===== config.mk =====
export PLATFORM = sky130hd
export DESIGN_NAME = turn_signal_telltale_controller_core_flat
export DESIGN_NICKNAME = d
export VERILOG_FILES = /design/src/tstc_pkg.sv /design/src/tstc_req_if.sv /design/src/tstc_res_if.sv /design/src/tstc_in_reg.sv /design/src/tstc_step.sv /design/src/tstc_out_reg.sv /design/src/turn_signal_telltale_controller_core.sv /design/src/flat_wrapper.sv
export VERILOG_INCLUDE_DIRS = /design/src /design/src/src
export SDC_FILE = /design/constraint.sdc
export NUM_CORES = 1
export LEC_CHECK = 0
export BUFFER_PORTS_ARGS = -buffer_cell sky130_fd_sc_hd__buf_2
export CAP_MARGIN = 20
export CORE_ASPECT_RATIO = 1.5
export CORE_MARGIN = 4
export CORE_UTILIZATION = 63
export CTS_CLUSTER_DIAMETER = 60
export CTS_CLUSTER_SIZE = 20
export DETAILED_ROUTE_END_ITERATION = 8
export PLACE_DENSITY = 0.84
export SETUP_SLACK_MARGIN = 0.1
export SYNTH_ARGS = -nofsm -noshare
export SYNTH_HDL_FRONTEND = slang
export SYNTH_SLANG_ARGS = --single-unit

===== constraint.sdc =====
create_clock -name clk_i -period 5.4 [get_ports clk_i]
set_clock_uncertainty 0.1 [all_clocks]
set_input_delay 0 -clock clk_i [delete_from_list [all_inputs] [get_ports clk_i]]
set_output_delay 0 -clock clk_i [all_outputs]
set_load 0.01 [all_outputs]

===== src/turn_signal_telltale_controller_core_assert.svh =====
// Assertion macros for the turn signal telltale controller.
// Used by turn_signal_telltale_controller_core; needs clk_i and rst_ni in scope.
`ifndef TURN_SIGNAL_TELLTALE_CONTROLLER_CORE_ASSERT_SVH
`define TURN_SIGNAL_TELLTALE_CONTROLLER_CORE_ASSERT_SVH

`ifndef NO_ASSERTIONS
`define TSTC_ASSERT(label, prop) \
  label: assert property (@(posedge clk_i) disable iff (!rst_ni) prop) \
    else $error("tstc assertion failed");
`define TSTC_ASSERT_ALWAYS(label, prop) \
  label: assert property (@(posedge clk_i) prop) \
    else $error("tstc assertion failed");
`else
`define TSTC_ASSERT(label, prop)
`define TSTC_ASSERT_ALWAYS(label, prop)
`endif

`endif


===== src/tstc_pkg.sv =====
// Shared codes and types of the turn signal telltale controller.
// No dependencies; used by tstc_step, tstc_out_reg, the core and the bench.
`timescale 1ns / 1ps
`default_nettype none
package tstc_pkg;

  localparam int unsigned DelayW = 8;

  localparam logic [1:0] MODE_IDLE  = 2'd0;
  localparam logic [1:0] MODE_LEFT  = 2'd1;
  localparam logic [1:0] MODE_RIGHT = 2'd2;

  localparam logic [1:0] LAMP_OFF     = 2'd0;
  localparam logic [1:0] LAMP_ON      = 2'd1;
  localparam logic [1:0] LAMP_OFF_REQ = 2'd2;
  localparam logic [1:0] LAMP_ON_REQ  = 2'd3;

  localparam logic [1:0] SOUND_NONE = 2'd0;
  localparam logic [1:0] SOUND_TICK = 2'd1;
  localparam logic [1:0] SOUND_TACK = 2'd2;

  typedef struct packed {
    logic [1:0]        mode;
    logic [1:0]        left_st;
    logic [1:0]        right_st;
    logic [DelayW-1:0] count;
  } state_t;

  typedef struct packed {
    logic [1:0] sound_request;
    logic       left_lamp_write;
    logic       left_lamp_value;
    logic       right_lamp_write;
    logic       right_lamp_value;
  } res_t;

endpackage
`default_nettype wire


===== src/tstc_req_if.sv =====
// Request channel of the turn signal telltale controller.
// Carries the left and right request bits with a valid/ready handshake.
`timescale 1ns / 1ps
`default_nettype none
interface tstc_req_if;
  logic valid;
  logic ready;
  logic left_request;
  logic right_request;

  modport source (output valid, output left_request, output right_request, input ready);
  modport sink (input valid, input left_request, input right_request, output ready);
endinterface
`default_nettype wire


===== src/tstc_res_if.sv =====
// Result channel of the turn signal telltale controller.
// Carries the sound request and both lamp writes with a valid/ready handshake.
`timescale 1ns / 1ps
`default_nettype none
interface tstc_res_if;
  logic       valid;
  logic       ready;
  logic [1:0] sound_request;
  logic       left_lamp_write;
  logic       left_lamp_value;
  logic       right_lamp_write;
  logic       right_lamp_value;

  modport source (
    output valid, output sound_request, output left_lamp_write, output left_lamp_value,
    output right_lamp_write, output right_lamp_value, input ready
  );
  modport sink (
    input valid, input sound_request, input left_lamp_write, input left_lamp_value,
    input right_lamp_write, input right_lamp_value, output ready
  );
endinterface
`default_nettype wire


===== src/tstc_in_reg.sv =====
// Input register stage: captures one request transfer per cycle unless stalled.
// Depends on tstc_req_if.
`timescale 1ns / 1ps
`default_nettype none
module tstc_in_reg (
  input  wire logic clk_i,
  input  wire logic rst_ni,
  tstc_req_if.sink  req_i,
  input  wire logic adv_i,
  output logic      valid_o,
  output logic      left_o,
  output logic      right_o
);

  logic valid_q;
  logic left_q;
  logic right_q;

  assign req_i.ready = !valid_q || adv_i;

  always_ff @(posedge clk_i or negedge rst_ni) begin
    if (!rst_ni) begin
      valid_q <= 1'b0;
    end else if (req_i.ready) begin
      valid_q <= req_i.valid;
    end
  end

  always_ff @(posedge clk_i) begin
    if (req_i.valid && req_i.ready) begin
      left_q  <= req_i.left_request;
      right_q <= req_i.right_request;
    end
  end

  assign valid_o = valid_q;
  assign left_o  = left_q;
  assign right_o = right_q;

endmodule
`default_nettype wire


===== src/tstc_step.sv =====
// Step logic: indication machine, then left and right lamp machines.
// Depends on tstc_pkg.
`timescale 1ns / 1ps
`default_nettype none
module tstc_step (
  input  wire tstc_pkg::state_t        state_i,
  input  wire logic                    left_i,
  input  wire logic                    right_i,
  input  wire logic [tstc_pkg::DelayW-1:0] delay_i,
  output tstc_pkg::state_t             state_o,
  output tstc_pkg::res_t               res_o
);

  tstc_pkg::state_t st;
  tstc_pkg::res_t   rs;

  always_comb begin
    st = state_i;
    rs = '0;
    rs.sound_request = tstc_pkg::SOUND_NONE;

    unique case (state_i.mode)
      tstc_pkg::MODE_IDLE: begin
        if (left_i) begin
          rs.sound_request    = tstc_pkg::SOUND_TICK;
          st.count            = delay_i;
          st.left_st          = tstc_pkg::LAMP_ON_REQ;
          rs.right_lamp_write = 1'b1;
          st.right_st         = tstc_pkg::LAMP_OFF;
          st.mode             = tstc_pkg::MODE_LEFT;
        end else if (right_i) begin
          rs.sound_request    = tstc_pkg::SOUND_TICK;
          st.count            = delay_i;
          st.right_st         = tstc_pkg::LAMP_ON_REQ;
          rs.left_lamp_write  = 1'b1;
          st.left_st          = tstc_pkg::LAMP_OFF;
          st.mode             = tstc_pkg::MODE_RIGHT;
        end
      end
      tstc_pkg::MODE_LEFT: begin
        if (!left_i) begin
          rs.sound_request = tstc_pkg::SOUND_TACK;
          st.count         = delay_i;
          st.left_st       = tstc_pkg::LAMP_OFF_REQ;
          st.mode          = tstc_pkg::MODE_IDLE;
        end
      end
      tstc_pkg::MODE_RIGHT: begin
        if (!right_i) begin
          rs.sound_request = tstc_pkg::SOUND_TACK;
          st.count         = delay_i;
          st.right_st      = tstc_pkg::LAMP_OFF_REQ;
          st.mode          = tstc_pkg::MODE_IDLE;
        end
      end
      default: begin
      end
    endcase

    // left lamp first, then right; both share the counter
    if (st.left_st == tstc_pkg::LAMP_OFF_REQ || st.left_st == tstc_pkg::LAMP_ON_REQ) begin
      if (st.count == '0) begin
        rs.left_lamp_write = 1'b1;
        rs.left_lamp_value = (st.left_st == tstc_pkg::LAMP_ON_REQ);
        st.left_st = rs.left_lamp_value ? tstc_pkg::LAMP_ON : tstc_pkg::LAMP_OFF;
      end else begin
        st.count = st.count - {{(tstc_pkg::DelayW-1){1'b0}}, 1'b1};
      end
    end

    if (st.right_st == tstc_pkg::LAMP_OFF_REQ || st.right_st == tstc_pkg::LAMP_ON_REQ) begin
      if (st.count == '0) begin
        rs.right_lamp_write = 1'b1;
        rs.right_lamp_value = (st.right_st == tstc_pkg::LAMP_ON_REQ);
        st.right_st = rs.right_lamp_value ? tstc_pkg::LAMP_ON : tstc_pkg::LAMP_OFF;
      end else begin
        st.count = st.count - {{(tstc_pkg::DelayW-1){1'b0}}, 1'b1};
      end
    end
  end

  assign state_o = st;
  assign res_o   = rs;

endmodule
`default_nettype wire


===== src/tstc_out_reg.sv =====
// Result register: holds one result until the sink takes the transfer.
// Depends on tstc_pkg and tstc_res_if.
`timescale 1ns / 1ps
`default_nettype none
module tstc_out_reg (
  input  wire logic      clk_i,
  input  wire logic      rst_ni,
  input  wire logic      load_i,
  input  wire tstc_pkg::res_t res_i,
  output logic           stall_o,
  tstc_res_if.source     res_o
);

  logic           valid_q;
  tstc_pkg::res_t data_q;

  always_ff @(posedge clk_i or negedge rst_ni) begin
    if (!rst_ni) begin
      valid_q <= 1'b0;
    end else if (load_i) begin
      valid_q <= 1'b1;
    end else if (res_o.ready) begin
      valid_q <= 1'b0;
    end
  end

  always_ff @(posedge clk_i) begin
    if (load_i) begin
      data_q <= res_i;
    end
  end

  assign stall_o                = valid_q && !res_o.ready;
  assign res_o.valid            = valid_q;
  assign res_o.sound_request    = data_q.sound_request;
  assign res_o.left_lamp_write  = data_q.left_lamp_write;
  assign res_o.left_lamp_value  = data_q.left_lamp_value;
  assign res_o.right_lamp_write = data_q.right_lamp_write;
  assign res_o.right_lamp_value = data_q.right_lamp_value;

endmodule
`default_nettype wire


===== src/turn_signal_telltale_controller_core.sv =====
// Turn signal telltale controller: one request in, one sound/lamp result out per transfer.
// Throughput is one transfer per cycle unless the result sink stalls. Path: input
// register, step logic, result register. Indication and lamp state advance once per
// request in the step stage, so back-to-back requests see each other's effects in order.
// The user must write lamp_delay through cfg_we_i/cfg_data_i only while idle; not enforced.
// Depends on tstc_pkg, tstc_req_if, tstc_res_if, tstc_in_reg, tstc_step, tstc_out_reg.
`timescale 1ns / 1ps
`default_nettype none
`include "turn_signal_telltale_controller_core_assert.svh"
module turn_signal_telltale_controller_core (
  input  wire logic                        clk_i,
  input  wire logic                        rst_ni,
  input  wire logic                        cfg_we_i,
  input  wire logic [tstc_pkg::DelayW-1:0] cfg_data_i,
  tstc_req_if.sink                         req_i,
  tstc_res_if.source                       res_o
);

  logic                        s1_valid;
  logic                        s1_left;
  logic                        s1_right;
  logic                        out_stall;
  logic                        adv;
  logic [tstc_pkg::DelayW-1:0] lamp_delay_q;
  tstc_pkg::state_t            state_q;
  tstc_pkg::state_t            state_d;
  tstc_pkg::res_t              res_d;

  assign adv = s1_valid && !out_stall;

  always_ff @(posedge clk_i or negedge rst_ni) begin
    if (!rst_ni) begin
      lamp_delay_q <= '0;
    end else if (cfg_we_i) begin
      lamp_delay_q <= cfg_data_i;
    end
  end

  always_ff @(posedge clk_i or negedge rst_ni) begin
    if (!rst_ni) begin
      state_q.mode     <= tstc_pkg::MODE_IDLE;
      state_q.left_st  <= tstc_pkg::LAMP_OFF;
      state_q.right_st <= tstc_pkg::LAMP_OFF;
      state_q.count    <= '0;
    end else if (adv) begin
      state_q <= state_d;
    end
  end

  tstc_in_reg u_in_reg (
    .clk_i   (clk_i),
    .rst_ni  (rst_ni),
    .req_i   (req_i),
    .adv_i   (adv),
    .valid_o (s1_valid),
    .left_o  (s1_left),
    .right_o (s1_right)
  );

  tstc_step u_step (
    .state_i (state_q),
    .left_i  (s1_left),
    .right_i (s1_right),
    .delay_i (lamp_delay_q),
    .state_o (state_d),
    .res_o   (res_d)
  );

  tstc_out_reg u_out_reg (
    .clk_i   (clk_i),
    .rst_ni  (rst_ni),
    .load_i  (adv),
    .res_i   (res_d),
    .stall_o (out_stall),
    .res_o   (res_o)
  );

  `TSTC_ASSERT(a_tick_enters_side,
    adv |=> (res_o.sound_request != tstc_pkg::SOUND_TICK || state_q.mode != tstc_pkg::MODE_IDLE))
  `TSTC_ASSERT(a_ready_low_only_on_stall,
    !req_i.ready |-> (s1_valid && res_o.valid && !res_o.ready))
  `TSTC_ASSERT_ALWAYS(a_one_side_lit,
    !((state_q.left_st == tstc_pkg::LAMP_ON || state_q.left_st == tstc_pkg::LAMP_ON_REQ) &&
      (state_q.right_st == tstc_pkg::LAMP_ON || state_q.right_st == tstc_pkg::LAMP_ON_REQ)))

endmodule
`default_nettype wire


===== src/flat_wrapper.sv =====
// flat-port wrapper written by rule: the top's interface ports become plain ports
module turn_signal_telltale_controller_core_flat 
  (clk_i, rst_ni, cfg_we_i, cfg_data_i, req_i_valid, req_i_left_request, req_i_right_request, req_i_ready, res_o_valid, res_o_sound_request, res_o_left_lamp_write, res_o_left_lamp_value, res_o_right_lamp_write, res_o_right_lamp_value, res_o_ready);
  tstc_req_if req_i_i ();
  tstc_res_if res_o_i ();
  input  wire logic clk_i;
  input  wire logic rst_ni;
  input  wire logic cfg_we_i;
  input  wire logic [tstc_pkg::DelayW-1:0] cfg_data_i;
  input wire logic [$bits(req_i_i.valid)-1:0] req_i_valid;
  input wire logic [$bits(req_i_i.left_request)-1:0] req_i_left_request;
  input wire logic [$bits(req_i_i.right_request)-1:0] req_i_right_request;
  output wire logic [$bits(req_i_i.ready)-1:0] req_i_ready;
  output wire logic [$bits(res_o_i.valid)-1:0] res_o_valid;
  output wire logic [$bits(res_o_i.sound_request)-1:0] res_o_sound_request;
  output wire logic [$bits(res_o_i.left_lamp_write)-1:0] res_o_left_lamp_write;
  output wire logic [$bits(res_o_i.left_lamp_value)-1:0] res_o_left_lamp_value;
  output wire logic [$bits(res_o_i.right_lamp_write)-1:0] res_o_right_lamp_write;
  output wire logic [$bits(res_o_i.right_lamp_value)-1:0] res_o_right_lamp_value;
  input wire logic [$bits(res_o_i.ready)-1:0] res_o_ready;
  assign req_i_i.valid = req_i_valid;
  assign req_i_i.left_request = req_i_left_request;
  assign req_i_i.right_request = req_i_right_request;
  assign req_i_ready = req_i_i.ready;
  assign res_o_valid = res_o_i.valid;
  assign res_o_sound_request = res_o_i.sound_request;
  assign res_o_left_lamp_write = res_o_i.left_lamp_write;
  assign res_o_left_lamp_value = res_o_i.left_lamp_value;
  assign res_o_right_lamp_write = res_o_i.right_lamp_write;
  assign res_o_right_lamp_value = res_o_i.right_lamp_value;
  assign res_o_i.ready = res_o_ready;
  turn_signal_telltale_controller_core u_core (.clk_i(clk_i), .rst_ni(rst_ni), .cfg_we_i(cfg_we_i), .cfg_data_i(cfg_data_i), .req_i(req_i_i), .res_o(res_o_i));
endmodule

**Word-level counts from Yosys, hierarchy flattened**

Cells that the tools add are included.

- Register bits after elaboration: 32
- Word-level logic and storage cells: 76

- Add/sub/neg operators: 2
- Equal/unequal tests: 9
- Mux-type cells: 34
- Reductions and logical operators: 17

Operator list:

| operator | number |
|---|---|
| $mux W8 | 4 |
| $mux W14 | 2 |
| $mux W2 | 12 |
| $pmux W8 S3 | 1 |
| $mux W10 | 2 |
| $logic_not A8 Y1 | 2 |
| $sub A8 B1 Y8 const B | 2 |
| $pmux W2 S3 | 2 |
| $eq A2 B2 Y1 const B | 5 |
| $mux W1 | 8 |
| $pmux W2 S2 | 2 |
| $reduce_and A5 Y1 | 1 |
| $mux W4 | 1 |
| $ne A2 B2 Y1 const B | 2 |
| $reduce_and A2 Y1 | 2 |
| $logic_and A1 B1 Y1 | 3 |
| $logic_not A1 Y1 | 3 |
| $logic_or A1 B1 Y1 | 3 |
| $ne A3 B1 Y1 const B | 1 |
| $reduce_bool A3 Y1 | 1 |
| $eq A2 B1 Y1 const B | 1 |
| $logic_not A2 Y1 | 1 |
| $reduce_bool A2 Y1 | 1 |

**Depth between registers and ports, before layout**

- Depth in word-level cells: 9
- Depth in mapped cells: 16

**Hierarchy**

A second synthesis with hierarchy kept.

- Cell total of the unflattened synthesis: 227
- Area, all modules: 2341.0 um^2

By module, submodules not included:

| module | instances | cells an instance | area each (um^2) | seq. area each (um^2) |
|---|---|---|---|---|
| tstc_step | 1 | 164 | 1119.8 | 0.0 |
| turn_signal_telltale_controller_core | 1 | 48 | 882.1 | 550.5 |
| tstc_out_reg | 1 | 9 | 225.2 | 205.2 |
| tstc_in_reg | 1 | 6 | 113.9 | 85.1 |

**Least setup slack after synthesis**

OpenSTA, ideal clock, no wires.

- Kind: reg2reg
- From: reg u_core.state_q[13] (netlist name)
- To: reg u_core.state_q[7] (netlist name)
- Data arrival time: 3321 ps
- Required time: 5196 ps
- Path slack: 1876 ps
- Cell stages (with the launch flop): 14
- Path through: dfrtp_1 -> inv_1 -> ha_1 -> a221oi_4 -> nand2_4 -> a22oi_2 -> ha_1 -> o311ai_1 -> or3_1 -> o21ai_0 -> nand2_1 -> or2_1 -> o31a_1 -> o41ai_2

- Cells in the longest elaborated chain, start to end: 8
- Elaborated cells on any way between the ends: 20
- Classes of those cells: add/sub (2); eq/ne (6); mux (7); reduce/logical (5)

Ends and longest elaborated chain:

| item | RTL line | RTL |
|---|---|---|
| start: declaration | turn_signal_telltale_controller_core.sv:25 | `tstc_pkg::state_t state_q;` |
| start signal: assignment | turn_signal_telltale_controller_core.sv:46 | `state_q <= state_d;` |
| $eq A2 B2 Y1, or another cell as far along | tstc_step.sv:22 | `unique case (state_i.mode)` |
| $pmux W8 S3 / $pmux W2 S2 (equally long branches) | tstc_step.sv:22 |  |
| $sub A8 B1 Y8, or another cell as far along | tstc_step.sv:67 | `st.count = st.count - {{(tstc_pkg::DelayW-1){1'b0}}, 1'b1};` |
| $mux W8 / $logic_or A1 B1 Y1 (equally long branches) | tstc_step.sv:62, tstc_step.sv:61 |  |
| $mux W8 | tstc_step.sv:61 | `if (st.left_st == tstc_pkg::LAMP_OFF_REQ \|\| st.left_st == tstc_pkg::LAMP_ON_REQ) begin` |
| $sub A8 B1 Y8 / $logic_not A8 Y1 (equally long branches) | tstc_step.sv:77, tstc_step.sv:72 |  |
| $mux W8 | tstc_step.sv:72 | `if (st.count == '0) begin` |
| $mux W10 * | tstc_step.sv:71 | `if (st.right_st == tstc_pkg::LAMP_OFF_REQ \|\| st.right_st == tstc_pkg::LAMP_ON_REQ) begin` |

Mark *: on every way between the ends. The rest lies on a longest branch, timed or not.
A chain may end at the register's enable or synchronous reset.

**Final worst setup path**

- From: reg u_core.state_q[13] (netlist name)
- To: reg u_core.state_q[3] (netlist name)

Same word-level chain as after synthesis.

==> impl_metrics.ini <==
[cells_and_area]
diodes = 0
fillers = 244
final_cell_mix = 26 x nand2_1, 24 x dfrtp_1, 22 x buf_2, 16 x dlygate4sd3_1, 11 x nor2_1
nNetsFinal = 277
layout-drive-gt1-share_pct = 25.4
layout_commonest_cell = nand2_1
area_growth_pct = 16.9

[timing]
setup_tns_ps = 0
rsz0062_at_grt = false
fin_crit_sh_pct = 77.9
setup_viol = 0
hold_viol = 0
relSlewSlack_pct = 51.8
finalCriticalPeriod_ps = 4210
fmax_mhz = 238
slew_violations = 0
tightestPinTransition_ps = 721

[die]
die_area_sq_mm = 0.00458
die_x_um = 56.6
core_area_sq_mm = 0.00342
num_rows = 26
start_util_pct = 65.4
die_h_um = 80.9
ios = 23

[route]
post_drt_wl_per_cell_um = 18.1
drtAntennaViolNets = 0
m1WireLength_um = 1890
drc = 0
wl_met3_um = 249
drt-initial-drc-count = 83
drt_wl_total_um = 5400
vias_per_cell = 6.37
wl_met2_um = 2880
vias = 1897
firstDrtPassIters = 4
top_layer = met4

[clock_network]
ctsResizeCount = 0
root_buffer = clkbuf_8
cts_buffers = 5
clock-sinks = 32
post_cts_buffers = 0
clk_transition_reported_paths_ps = 70
clock_latency_ps = 280
h-tree-depth = 2
cts_tree = done
cts_buffer_depth = 2

[critical_path]
cp-endpoint = u_core.state_q[3]
path_buf_inv = 1
critPathKind = reg2reg
crit_fanout = 11
critPathMaxStageDelay_ps = 470
cpMaxStageDelayCell = nor4_4
rr_worst_depth = 13
crit_chain = inv_1, ha_1, a221oi_4, nand2_4, a22oi_2, ha_1, o311ai_1, or3_1, o21ai_0, nand4_1, nor4_4, and2_1, o31ai_1
rrSetupSlack_ps = 1190
crit_arrival_ps = 4230
worstPathRequired_ps = 5430
critPathCaptureType = flop
crit_start = u_core.state_q[13]
r2r-start = u_core.state_q[13]
r2r-end = u_core.state_q[3]
startpoint_type = flop
worst-path-stages = 13
path_common_cell = ha_1
path_delay_family = simple AND/OR/NAND/NOR gates

[synthesis]
synthArstFlopShare_pct = 75.0
synth_edf_count = 8
ys_types = 69
synthFlopType = dfrtp_1
ys_ff_latch = 32
netlist_area_sq_mm = 0.00223
synthCells = 216
avgSynthCellArea_sq_um = 10.3
ys_seq_area_share_pct = 37.6
syn_nets = 238
ys_warn_count = 0

[grt]
grt_max_degree = 25
grt_pass1_wl_um = 9360
antenna_found_initial = 0
overflow = 0
first_global_vias = 2064
grtUsageTotal_pct = 26.6

[power_and_ir_drop]
p_leak_uw = 0.00108
power.density_mw_per_mm2 = 641
p_total_uw = 1670
ir_drop_mv = 0.524

[hold_path]
hp-start = cfg_we_i
min_path_type = in2reg

[placement]
place_congestion = 0.889
port_buffers = 22
dpl.hpwl_um = 3780

[outcome]
status = finished, final reports clean

[job]
maxCapViolations = 0
-- worst reg2reg max path, stage by stage (launching register included) --
cell and delay [ps]:
dfrtp_1 400, inv_1 80, ha_1 290, a221oi_4 430, nand2_4 160, a22oi_2 400, ha_1 270, o311ai_1 170
or3_1 400, o21ai_0 340, nand4_1 220, nor4_4 470, and2_1 250, o31ai_1 90
-- how the worst min path moves through the flow --
stage / depth (start not counted) / to / slack, ps
6_report: 2 / u_core.lamp_delay_q[3] / 10
2_1_floorplan: 0 / u_core.lamp_delay_q[0] / -400
4_1_cts: 2 / u_core.lamp_delay_q[0] / 8
3_3_place_gp: 1 / u_core.u_out_reg.res_o.valid / -80
5_1_grt: 2 / u_core.lamp_delay_q[0] / 20
3_5_place_dp: 1 / u_core.u_out_reg.res_o.valid / -70
-- cell families after synthesis --
family	share of synthesized area, %
compound gates	26.9
simple gates	20.2
buf+inv	4.03
fa+ha+maj	3.92
mux	5.71
flops	37.6
xor+xnor	1.57
-- power by group --
group / total, uW / internal (uW) / switching, uW
Clock: 224 / 137 / 87.0
Sequential: 390 / 323 / 67.0
Combinational: 1060 / 437 / 624
-- cells in the mapped netlist, types with 2 or more instances --
master / n / area [sq um]
nand2b_1: 5 / 31.3
ha_1: 7 / 87.6
o31ai_1: 5 / 37.5
o31a_1: 3 / 26.3
and2_1: 2 / 12.5
a211oi_1: 2 / 15.0
clkbuf_1: 2 / 7.51
o21ai_0: 10 / 50.1
a21oi_1: 8 / 40.0
or3_1: 4 / 25.0
edfxtp_1: 8 / 240
o31ai_2: 2 / 25.0
xnor2_1: 3 / 26.3
inv_1: 9 / 33.8
dfrtp_1: 24 / 601
nand3_1: 5 / 25.0
nor3_1: 4 / 20.0
a21o_1: 3 / 22.5
a221oi_4: 2 / 52.6
or2_2: 5 / 31.3
and3_1: 3 / 18.8
a22o_1: 5 / 43.8
a21boi_0: 2 / 15.0
o311a_1: 2 / 20.0
a22oi_1: 2 / 15.0
mux2_2: 8 / 90.1
nand2_1: 26 / 97.6
buf_6: 4 / 45.0
nor2_1: 11 / 41.3
-- through the flow --
stage | std cells | instance area (sq um) | setup slack (ps) | hold slack, ps | util (%)
finish | 298 | 2610 | 1190 | 15.0 | 76.4
global route | 298 | 2610 | 879 | 15.8 | 76.4
CTS | 298 | 2610 | 1200 | 7.74 | 76.4
detailed placement | 274 | 2340 | 1240 | -74.6 | 68.6
global placement | 274 | 2340 | 1330 | -81.2 | 68.6
floorplan | 216 | 2230 | 1880 | -396 | -
-- per-layer routing --
layer  vias to the layer above  global-route usage, %
li1                        894                      -
met1                       902                   25.6
met2                        69                   50.1
met3                        32                   5.41
met4                         0                   17.6
met5                         -                      0
-- final cells by class --
type	instances	area, sq um	area share [%]
multi-input combinational	168	1300	49.9
sequential	32	841	32.2
timing repair buffer	38	270	10.3
clock buffer	6	72.6	2.78
tap	42	52.6	2.01
inverter	10	37.5	1.44
clock inverter	2	35.0	1.34
-- flip-flops by register name, summed over array words and instances (netlist names) --
signal,cells
u_core.u_out_reg.res_o.valid,1
u_core.u_in_reg.valid_o,1
u_core.u_out_reg.res_o.right_lamp_write,1
u_core.u_out_reg.res_o.left_lamp_write,1
u_core.u_out_reg.res_o.sound_request,2
u_core.lamp_delay_q,8
u_core.u_in_reg.right_o,1
u_core.u_out_reg.res_o.right_lamp_value,1
u_core.state_q,14
u_core.u_out_reg.res_o.left_lamp_value,1
u_core.u_in_reg.left_o,1
-- what timing repair did --
action | 4_1_cts | 5_1_grt
endpoints found under the hold margin | 38 | 0
hold buffers | 16 | 0
endpoints found under the setup margin | 0 | 0
Note: power is estimated with default switching activity, not from simulation.
